[src/epoch_to_calendar_datetime_defines.svh]
// Assertion macros for the epoch to calendar conversion block.
// Included by files that carry concurrent checks; expects i_clk and i_rst_n in scope.
`ifndef EPOCH_TO_CALENDAR_DATETIME_DEFINES_SVH
`define EPOCH_TO_CALENDAR_DATETIME_DEFINES_SVH

`ifndef NO_ASSERTIONS
`define E2C_ASSERT_IMPLY(lbl, ante, cons) \
    lbl: assert property (@(posedge i_clk) disable iff (!i_rst_n) (ante) |-> (cons)) \
        else $error("epoch_to_calendar_datetime: check failed");
`define E2C_ASSERT_NEXT(lbl, ante, cons) \
    lbl: assert property (@(posedge i_clk) disable iff (!i_rst_n) (ante) |=> (cons)) \
        else $error("epoch_to_calendar_datetime: check failed");
`else
`define E2C_ASSERT_IMPLY(lbl, ante, cons)
`define E2C_ASSERT_NEXT(lbl, ante, cons)
`endif

`endif

[src/e2c_pkg.sv]
// Shared constants and types for the epoch to calendar conversion block.
// No dependencies.
`timescale 1ns / 1ps

package e2c_pkg;

    localparam int EPOCH_WIDTH_DEF = 32;
    localparam int NSTG            = 9;

    // seconds per day = 2^7 * 675
    localparam int DAY_SHIFT    = 7;
    localparam int DAY_ODD      = 675;
    localparam int DAY_ODD_BITS = 10;
    localparam int SEC_PER_DAY  = 86400;
    localparam int SEC_PER_HOUR = 3600;
    localparam int SEC_PER_MIN  = 60;

    // days from 0000-03-01 to 1970-01-01, and days per 400 years
    localparam int CIVIL_OFFSET = 719468;
    localparam int DAYS_PER_ERA = 146097;
    localparam int YEARS_ERA    = 400;
    localparam int DAYS_YEAR    = 365;
    localparam int DAYS_CENT    = 36524;
    localparam int DAYS_4Y      = 1460;

    // reciprocals for exact division by constants
    localparam int M_HOUR = 149131;   // /3600, shift 29
    localparam int M_MIN  = 4370;     // /60,   shift 18
    localparam int M_1460 = 367720;   // /1460, shift 29
    localparam int M_365  = 1470880;  // /365,  shift 29
    localparam int M_100  = 656;      // /100,  shift 16
    localparam int M_153  = 3427;     // /153,  shift 19
    localparam int M_DIV5 = 13108;    // /5,    shift 16

    localparam int MP_WRAP = 10;      // March-based month index of January

    typedef logic [NSTG-1:0] t_stage_en;

    typedef struct packed {
        logic [4:0] hour;
        logic [5:0] minute;
        logic [5:0] second;
    } t_tod;

endpackage

[src/e2c_in_if.sv]
// Request channel carrying the epoch seconds count.
// Depends on e2c_pkg.
`timescale 1ns / 1ps

interface e2c_in_if #(
    parameter int EPOCH_WIDTH = e2c_pkg::EPOCH_WIDTH_DEF
);
    logic                   valid;
    logic                   ready;
    logic [EPOCH_WIDTH-1:0] epoch_seconds;

    modport source (output valid, output epoch_seconds, input ready);
    modport sink   (input valid, input epoch_seconds, output ready);
endinterface

[src/e2c_out_if.sv]
// Result channel carrying the calendar date and time of day.
// No dependencies.
`timescale 1ns / 1ps

interface e2c_out_if;
    logic        valid;
    logic        ready;
    logic [11:0] year;
    logic [3:0]  month;
    logic [4:0]  day_of_month;
    logic [4:0]  hour;
    logic [5:0]  minute;
    logic [5:0]  second;

    modport source (output valid, output year, output month, output day_of_month,
                    output hour, output minute, output second, input ready);
    modport sink   (input valid, input year, input month, input day_of_month,
                    input hour, input minute, input second, output ready);
endinterface

[src/epoch_to_calendar_datetime.sv]
// Epoch seconds to Gregorian date and time of day, nine-stage pipeline.
// Depends on e2c_pkg, e2c_in_if, e2c_out_if, e2c_civil and the defines header.
//
//  channel  dir  handshake              payload
//  i_req    in   valid/ready, request   epoch_seconds
//  o_rsp    out  valid/ready, request   year, month, day_of_month, hour, minute, second
//
// One request per cycle when o_rsp.ready stays high.
// The constant-reciprocal multipliers are spread over the stages, at most two per stage.
// A stall at o_rsp freezes only occupied stages; empty stages keep filling.
// Reset clears the valid chain; no clearing pass.
`timescale 1ns / 1ps
`include "epoch_to_calendar_datetime_defines.svh"

module epoch_to_calendar_datetime #(
    parameter int EPOCH_WIDTH = e2c_pkg::EPOCH_WIDTH_DEF
) (
    input  logic        i_clk,
    input  logic        i_rst_n,
    e2c_in_if.sink      i_req,
    e2c_out_if.source   o_rsp
);

    localparam int NSTG = e2c_pkg::NSTG;
    localparam int XW   = EPOCH_WIDTH - e2c_pkg::DAY_SHIFT;
    localparam int DW   = EPOCH_WIDTH - 16;
    localparam int ZW   = (DW + 1 > 20) ? DW + 1 : 20;
    localparam int DayK = XW + e2c_pkg::DAY_ODD_BITS;
    localparam logic [XW:0] DayM =
        (XW+1)'(((64'd1 << DayK) + 64'(e2c_pkg::DAY_ODD) - 64'd1)
                / 64'(e2c_pkg::DAY_ODD));

    logic [NSTG-1:0]    r_vld;
    e2c_pkg::t_stage_en w_en;

    logic [2*XW:0] w_p0;
    logic [DW-1:0] r_days0;
    logic [16:0]   r_tl0, r_sod1, r_sod2;
    logic [34:0]   w_ph;
    logic [24:0]   w_pm;
    logic [4:0]    r_hr2, r_hr3, r_hr4;
    logic [11:0]   r_rs3, r_rs4;
    logic [5:0]    r_min4;
    e2c_pkg::t_tod r_tod5, r_tod6, r_tod7, r_tod8;

    always_comb begin
        w_en[NSTG-1] = !r_vld[NSTG-1] || o_rsp.ready;
        for (int i = NSTG - 2; i >= 0; i--) begin
            w_en[i] = !r_vld[i] || w_en[i+1];
        end
    end

    always_ff @(posedge i_clk) begin
        if (!i_rst_n) begin
            r_vld <= '0;
        end else begin
            if (w_en[0]) begin
                r_vld[0] <= i_req.valid;
            end
            for (int i = 1; i < NSTG; i++) begin
                if (w_en[i]) begin
                    r_vld[i] <= r_vld[i-1];
                end
            end
        end
    end

    assign i_req.ready = w_en[0];
    assign o_rsp.valid = r_vld[NSTG-1];

    always_comb begin
        w_p0 = (2*XW+1)'(i_req.epoch_seconds[EPOCH_WIDTH-1:e2c_pkg::DAY_SHIFT])
             * (2*XW+1)'(DayM);
        w_ph = 35'(r_sod1) * 35'(e2c_pkg::M_HOUR);
        w_pm = 25'(r_rs3) * 25'(e2c_pkg::M_MIN);
    end

    always_ff @(posedge i_clk) begin
        if (w_en[0]) begin
            r_days0 <= w_p0[DayK +: DW];
            r_tl0   <= i_req.epoch_seconds[16:0];
        end
        if (w_en[1]) begin
            r_sod1 <= r_tl0 - 17'(17'(r_days0) * 17'(e2c_pkg::SEC_PER_DAY));
        end
        if (w_en[2]) begin
            r_hr2  <= w_ph[33:29];
            r_sod2 <= r_sod1;
        end
        if (w_en[3]) begin
            r_rs3 <= 12'(r_sod2 - 17'(r_hr2) * 17'(e2c_pkg::SEC_PER_HOUR));
            r_hr3 <= r_hr2;
        end
        if (w_en[4]) begin
            r_min4 <= w_pm[23:18];
            r_rs4  <= r_rs3;
            r_hr4  <= r_hr3;
        end
        if (w_en[5]) begin
            r_tod5.second <= 6'(r_rs4 - 12'(r_min4) * 12'(e2c_pkg::SEC_PER_MIN));
            r_tod5.minute <= r_min4;
            r_tod5.hour   <= r_hr4;
        end
        if (w_en[6]) begin
            r_tod6 <= r_tod5;
        end
        if (w_en[7]) begin
            r_tod7 <= r_tod6;
        end
        if (w_en[8]) begin
            r_tod8 <= r_tod7;
        end
    end

    e2c_civil #(
        .DW (DW),
        .ZW (ZW)
    ) u_civil (
        .i_clk   (i_clk),
        .i_en    (w_en),
        .i_days  (r_days0),
        .o_year  (o_rsp.year),
        .o_month (o_rsp.month),
        .o_day   (o_rsp.day_of_month)
    );

    assign o_rsp.hour   = r_tod8.hour;
    assign o_rsp.minute = r_tod8.minute;
    assign o_rsp.second = r_tod8.second;

    `E2C_ASSERT_IMPLY(a_month_range, o_rsp.valid, o_rsp.month >= 4'd1 && o_rsp.month <= 4'd12)
    `E2C_ASSERT_IMPLY(a_day_range, o_rsp.valid, o_rsp.day_of_month >= 5'd1)
    `E2C_ASSERT_IMPLY(a_tod_range, o_rsp.valid, r_tod8.hour <= 5'd23 && r_tod8.minute <= 6'd59 && r_tod8.second <= 6'd59)
    `E2C_ASSERT_NEXT(a_accept_enters, i_req.valid && i_req.ready, r_vld[0])
    `E2C_ASSERT_NEXT(a_stall_holds, r_vld[NSTG-1] && !o_rsp.ready, r_vld[NSTG-1] && $stable(r_tod8))

endmodule

[src/e2c_civil.sv]
// Day count to Gregorian year, month and day, pipeline stages 1 to 8.
// Depends on e2c_pkg; stage enables come from the top-level valid chain.
`timescale 1ns / 1ps

module e2c_civil #(
    parameter int DW = 16,
    parameter int ZW = 20
) (
    input  logic              i_clk,
    input  e2c_pkg::t_stage_en i_en,
    input  logic [DW-1:0]     i_days,
    output logic [11:0]       o_year,
    output logic [3:0]        o_month,
    output logic [4:0]        o_day
);

    localparam int EW   = ZW - 17;
    localparam int EraK = ZW + 18;
    localparam logic [ZW:0] EraM =
        (ZW+1)'(((64'd1 << EraK) + 64'(e2c_pkg::DAYS_PER_ERA) - 64'd1)
                / 64'(e2c_pkg::DAYS_PER_ERA));

    logic [ZW-1:0] r_z1, r_z2;
    logic [EW-1:0] r_era2, r_era3, r_era4, r_era5;
    logic [17:0]   r_doe3, r_doe4, r_doe5, r_num4;
    logic [8:0]    r_yoe5, r_doy6, r_doy7;
    logic [11:0]   r_y6, r_y7;
    logic [3:0]    r_mp7;

    logic [2*ZW:0] w_pe;
    logic [36:0]   w_pq;
    logic [2:0]    w_cent;
    logic [38:0]   w_py;
    logic [18:0]   w_p100;
    logic [10:0]   w_n7, w_n8;
    logic [22:0]   w_pmp;
    logic [24:0]   w_pd;
    logic [3:0]    w_month;
    logic [11:0]   w_year;
    logic [4:0]    w_day;

    always_comb begin
        w_pe   = (2*ZW+1)'(r_z1) * (2*ZW+1)'(EraM);
        w_pq   = 37'(r_doe3) * 37'(e2c_pkg::M_1460);
        w_cent = 3'(r_doe3 >= 18'(e2c_pkg::DAYS_CENT))
               + 3'(r_doe3 >= 18'(2 * e2c_pkg::DAYS_CENT))
               + 3'(r_doe3 >= 18'(3 * e2c_pkg::DAYS_CENT))
               + 3'(r_doe3 >= 18'(4 * e2c_pkg::DAYS_CENT));
        w_py   = 39'(r_num4) * 39'(e2c_pkg::M_365);
        w_p100 = 19'(r_yoe5) * 19'(e2c_pkg::M_100);
        w_n7   = 11'(r_doy6) * 11'd5 + 11'd2;
        w_pmp  = 23'(w_n7) * 23'(e2c_pkg::M_153);
        w_n8   = 11'(r_mp7) * 11'd153 + 11'd2;
        w_pd   = 25'(w_n8) * 25'(e2c_pkg::M_DIV5);
        w_day  = 5'(r_doy7 - w_pd[24:16] + 9'd1);
        if (r_mp7 < 4'(e2c_pkg::MP_WRAP)) begin
            w_month = r_mp7 + 4'd3;
        end else begin
            w_month = r_mp7 - 4'(e2c_pkg::MP_WRAP - 1);
        end
        w_year = r_y7 + 12'(w_month <= 4'd2);
    end

    always_ff @(posedge i_clk) begin
        if (i_en[1]) begin
            r_z1 <= ZW'(i_days) + ZW'(e2c_pkg::CIVIL_OFFSET);
        end
        if (i_en[2]) begin
            r_era2 <= w_pe[EraK +: EW];
            r_z2   <= r_z1;
        end
        if (i_en[3]) begin
            r_doe3 <= 18'(r_z2 - ZW'(r_era2) * ZW'(e2c_pkg::DAYS_PER_ERA));
            r_era3 <= r_era2;
        end
        if (i_en[4]) begin
            r_num4 <= r_doe3 - 18'(w_pq[35:29]) + 18'(w_cent)
                    - 18'(r_doe3 == 18'(e2c_pkg::DAYS_PER_ERA - 1));
            r_doe4 <= r_doe3;
            r_era4 <= r_era3;
        end
        if (i_en[5]) begin
            r_yoe5 <= w_py[37:29];
            r_doe5 <= r_doe4;
            r_era5 <= r_era4;
        end
        if (i_en[6]) begin
            r_doy6 <= 9'(r_doe5 - (18'(r_yoe5) * 18'(e2c_pkg::DAYS_YEAR)
                    + 18'(r_yoe5[8:2]) - 18'(w_p100[17:16])));
            r_y6   <= 12'(r_era5) * 12'(e2c_pkg::YEARS_ERA) + 12'(r_yoe5);
        end
        if (i_en[7]) begin
            r_mp7  <= w_pmp[22:19];
            r_doy7 <= r_doy6;
            r_y7   <= r_y6;
        end
        if (i_en[8]) begin
            o_year  <= w_year;
            o_month <= w_month;
            o_day   <= w_day;
        end
    end

endmodule
[src/flat_wrapper.sv]
// flat-port wrapper written by rule: the top's interface ports become plain ports
module epoch_to_calendar_datetime_flat 
#(
    parameter int EPOCH_WIDTH = e2c_pkg::EPOCH_WIDTH_DEF
)
  (i_clk, i_rst_n, i_req_valid, i_req_epoch_seconds, i_req_ready, o_rsp_valid, o_rsp_year, o_rsp_month, o_rsp_day_of_month, o_rsp_hour, o_rsp_minute, o_rsp_second, o_rsp_ready);
  e2c_in_if #(.EPOCH_WIDTH(EPOCH_WIDTH)) i_req_i ();
  e2c_out_if o_rsp_i ();
  input  logic i_clk;
  input  logic i_rst_n;
  input wire logic [$bits(i_req_i.valid)-1:0] i_req_valid;
  input wire logic [$bits(i_req_i.epoch_seconds)-1:0] i_req_epoch_seconds;
  output wire logic [$bits(i_req_i.ready)-1:0] i_req_ready;
  output wire logic [$bits(o_rsp_i.valid)-1:0] o_rsp_valid;
  output wire logic [$bits(o_rsp_i.year)-1:0] o_rsp_year;
  output wire logic [$bits(o_rsp_i.month)-1:0] o_rsp_month;
  output wire logic [$bits(o_rsp_i.day_of_month)-1:0] o_rsp_day_of_month;
  output wire logic [$bits(o_rsp_i.hour)-1:0] o_rsp_hour;
  output wire logic [$bits(o_rsp_i.minute)-1:0] o_rsp_minute;
  output wire logic [$bits(o_rsp_i.second)-1:0] o_rsp_second;
  input wire logic [$bits(o_rsp_i.ready)-1:0] o_rsp_ready;
  assign i_req_i.valid = i_req_valid;
  assign i_req_i.epoch_seconds = i_req_epoch_seconds;
  assign i_req_ready = i_req_i.ready;
  assign o_rsp_valid = o_rsp_i.valid;
  assign o_rsp_year = o_rsp_i.year;
  assign o_rsp_month = o_rsp_i.month;
  assign o_rsp_day_of_month = o_rsp_i.day_of_month;
  assign o_rsp_hour = o_rsp_i.hour;
  assign o_rsp_minute = o_rsp_i.minute;
  assign o_rsp_second = o_rsp_i.second;
  assign o_rsp_i.ready = o_rsp_ready;
  epoch_to_calendar_datetime #(.EPOCH_WIDTH(EPOCH_WIDTH)) u_core (.i_clk(i_clk), .i_rst_n(i_rst_n), .i_req(i_req_i), .o_rsp(o_rsp_i));
endmodule
[config.mk]
export PLATFORM = sky130hd
export DESIGN_NAME = epoch_to_calendar_datetime_flat
export DESIGN_NICKNAME = d
export VERILOG_FILES = /design/src/e2c_pkg.sv /design/src/e2c_in_if.sv /design/src/e2c_out_if.sv /design/src/epoch_to_calendar_datetime.sv /design/src/e2c_civil.sv /design/src/flat_wrapper.sv
export VERILOG_INCLUDE_DIRS = /design/src /design/src/src
export SDC_FILE = /design/constraint.sdc
export NUM_CORES = 2
export LEC_CHECK = 0
export BUFFER_PORTS_ARGS = -buffer_cell sky130_fd_sc_hd__buf_2
export CAP_MARGIN = 20
export CORE_MARGIN = 5
export CORE_UTILIZATION = 40
export CTS_BUF_LIST = sky130_fd_sc_hd__clkbuf_4 sky130_fd_sc_hd__clkbuf_8
export DETAILED_ROUTE_END_ITERATION = 16
export HOLD_SLACK_MARGIN = 0.06
export PLACE_DENSITY = 0.66
export REMOVE_ABC_BUFFERS = 1
export SLEW_MARGIN = 20
export SYNTH_ARGS = -nofsm -noshare
export SYNTH_HDL_FRONTEND = slang
export SYNTH_SLANG_ARGS = --single-unit
[constraint.sdc]
create_clock -name i_clk -period 8.1 [get_ports i_clk]
set_input_delay 0.81 -clock i_clk [delete_from_list [all_inputs] [get_ports i_clk]]
set_output_delay 0.81 -clock i_clk [all_outputs]
set_load 0.01 [all_outputs]
==> impl_results.md <==
- Unrepaired setup endpoints after global routing: yes
- Top cells by area, synth: ha_1 32%, fa_1 27%, edfxtp_1 20%
- RD Place Congestion: 0.869
- Post-DP Area: 54,500 µm²
- Critical path's slowest cell: fa_1
- Bufs on Longest Clock Path: 3
- Total clock sinks: 350
- Die height: 368 µm
- Family with the most delay on the worst path: adder cells
- Clock latency on the worst-skew pair: 0.69 ns
- Final setup fails: 0
- Number of CTS-inserted buffers: 58
- Core footprint: 128,000 µm²
- Detailed Route Iter0 Violations: 1,092
- Count of cell types in the netlist: 72
- Buffer and inverter count on the worst path: 5
- Cell depth of the worst setup path: 31
- Syn_area_per_cell: 11.4 µm²
- # rows: 131
- Die area: 135,000 µm²
- Boundary pin count: 76
- Commonest non-fill, non-tap cells in the layout: 1,290 x ha_1, 1,196 x inv_1, 683 x fa_1
- Crit share post-route: 0.988
- Layout cells sized above 1: 0.0829
- Htree depth: 2
- IO buf count: 75
- Drt drc: 0
- Slew Viols, Final: 0
- ANT nets after route: 0
- Worst Hold Depth: 1
- Gr usage total: 0.152
- Clock root buffer: clkbuf_8
- Post-synth top flop: edfxtp_1
- # hold bufs at CTS: 0
- HPWL after detailed placement: 84,500 µm
- CTS tree: done
- Yosys top cell by area: ha_1
- Critical path required time: 8.50 ns
- Vias in the first global route: 33,900
- Post-synth EDFFs: 341
- Status: complete, no violations
- Total gr overflow: 0
- Worst hold path class: input pin to flop
- Max Cap Viol: 0
- Design Area, Final: 56,400 µm²
- Ys async rst share: 0
- R2r setup slk: 0.10 ns
- Initial Util: 0.402
- Drt first pass iters: 5
- Worst Reg-to-Reg Cells: 31
- Area growth syn-to-layout: 10.0%
- WS Path Type: flop to flop
- Top cell by count, worst path: fa_1
- CP max FO: 5
- Vias: 30,800
- Initial antenna violation count: 1
- Worst-margin pin slew: 0.795 ns
- Yosys Warn Count: 0
- DR vias/cell: 4.77
- Die width: 368 µm
- CP peak stage delay: 0.54 ns
- Post-Route WL: 99,100 µm
- Synth top area share: 0.319
- Largest net degree at the start of global routing: 48
- Worst-path clk slew: 0.07 ns
- Post-Syn Instances: 4,495
- Yosys reg bits: 350
- Fmax: 0.125 GHz
- Layout Skew: 0.0456 ns
- Final Hold Viols: 0
- Slew headroom: 0.463
- Critical Path Start Type: flop
- Critical path arrival: 8.40 ns
- Commonest non-fill, non-tap cell in the layout: ha_1
- First-pass GRT wire length: 168,000 µm
- Synth Cell Area: 51,300 µm²
- Post-synthesis sequential area ratio: 0.203
- DR WL/cell: 15.3 µm
- CP endpoint kind: flop
- Nets: 6,789
- Min Tclk post-route: 8.00 ns
## metal layers
metal | wire length (µm) | track usage
met1 | 44000 | 0.197
met2 | 48900 | 0.269
met3 | 3810 | 0.0213
met4 | 2360 | 0.0358
met5 | 0 | 0
## state kept, by name, summed over array words and instances (netlist names), 17 cells and up
| name | flops |
|---|---|
| u_core.r_tod7 | 17 |
| u_core.r_tod5 | 17 |
| u_core.u_civil.r_z1 | 17 |
| u_core.r_tod6 | 17 |
| u_core.r_sod1 | 17 |
| u_core.u_civil.r_num4 | 18 |
| u_core.u_civil.r_doe3 | 18 |
| u_core.u_civil.r_z2 | 17 |
| u_core.r_tl0 | 17 |
## cells by family after synthesis
kind of cell / share of synthesized area
AOI/OAI and AO/OA: 0.0518
muxes: 0.000220
adders and majority gates: 0.589
xor gates and xnor gates: 0.0360
and+or+nand+nor: 0.0314
DFF: 0.203
buffers and inverters: 0.0887
## cell usage after synthesis, drive strengths merged, types with 3 or more instances
| master | count |
|---|---|
| nand3 | 33 |
| a211oi | 15 |
| o211ai | 11 |
| nand4 | 23 |
| nand3b | 4 |
| and3 | 16 |
| dfxtp | 9 |
| a31o | 4 |
| and2 | 5 |
| ha | 1309 |
| o41ai | 4 |
| or3 | 6 |
| a2111oi | 3 |
| o21a | 27 |
| a21oi | 122 |
| nor2b | 22 |
| a31oi | 15 |
| inv | 1211 |
| a21o | 64 |
| fa | 690 |
| nor4 | 7 |
| edfxtp | 341 |
| nand2b | 17 |
| xnor2 | 161 |
| a211o | 5 |
| o21bai | 23 |
| a21boi | 5 |
| nand2 | 60 |
| o2111ai | 4 |
| a41oi | 3 |
| xor2 | 50 |
| o21ai | 75 |
| or2 | 7 |
| nor2 | 77 |
| nor3 | 27 |
| o31ai | 5 |
| and4 | 6 |
## worst register-to-register path: cells and delay by family (launching register included)
family	cells	cell delay (ns)
adder cells (fa/ha/maj)	11	4.70
AO/OA/AOI/OAI	9	1.40
flip-flops	1	0.49
AND/OR/NAND/NOR	4	0.46
buffers and inverters	5	0.40
XOR/XNOR	2	0.33
## what timing repair did
item / 4_1_cts / 5_1_grt
pin swaps: 47 / 47
buffers inserted: 13 / 14
endpoints found under the setup margin: 9 / 11
gates resized for setup: 37 / 62
## final timing paths
path | from | end
worst min-delay path | i_req_epoch_seconds[0] | u_core.r_tl0[0]
worst max register to register | u_core.u_civil.r_doe3[5] | u_core.u_civil.r_num4[16]
worst min register to register | u_core.r_hr4[3] | u_core.r_tod5[15]
worst max-delay path | u_core.u_civil.r_doe3[5] | u_core.u_civil.r_num4[16]
## stage by stage
step | instances | worst slack (ns) | setup TNS, ns | hold WS [ns] | util
finish | 6464 | 0.100 | 0 | 0.309 | 0.443
global route | 6464 | -0.295 | -1.26 | 0.236 | 0.443
CTS | 6449 | 0.00792 | 0 | 0.232 | 0.440
detailed placement | 6329 | -0.526 | -2.31 | 0.405 | 0.427
global placement | 6329 | -0.476 | -1.78 | 0.402 | 0.427
floorplan | 4494 | -0.218 | -0.250 | 0.400 | -
## cell type report
| type | instances | area (µm²) |
|---|---|---|
| antenna | 1 | 2.50 |
| clock buffer | 78 | 980 |
| clock inverter | 29 | 330 |
| fill | 11900 | 71100 |
| inverter | 1211 | 4550 |
| multi-input combinational | 2933 | 36700 |
| sequential | 350 | 10400 |
| tap | 1662 | 2080 |
| timing repair buffer | 200 | 1390 |
Power is not shown: default switching activity piles up to over one toggle a cycle in this logic, so the estimate is an artifact.
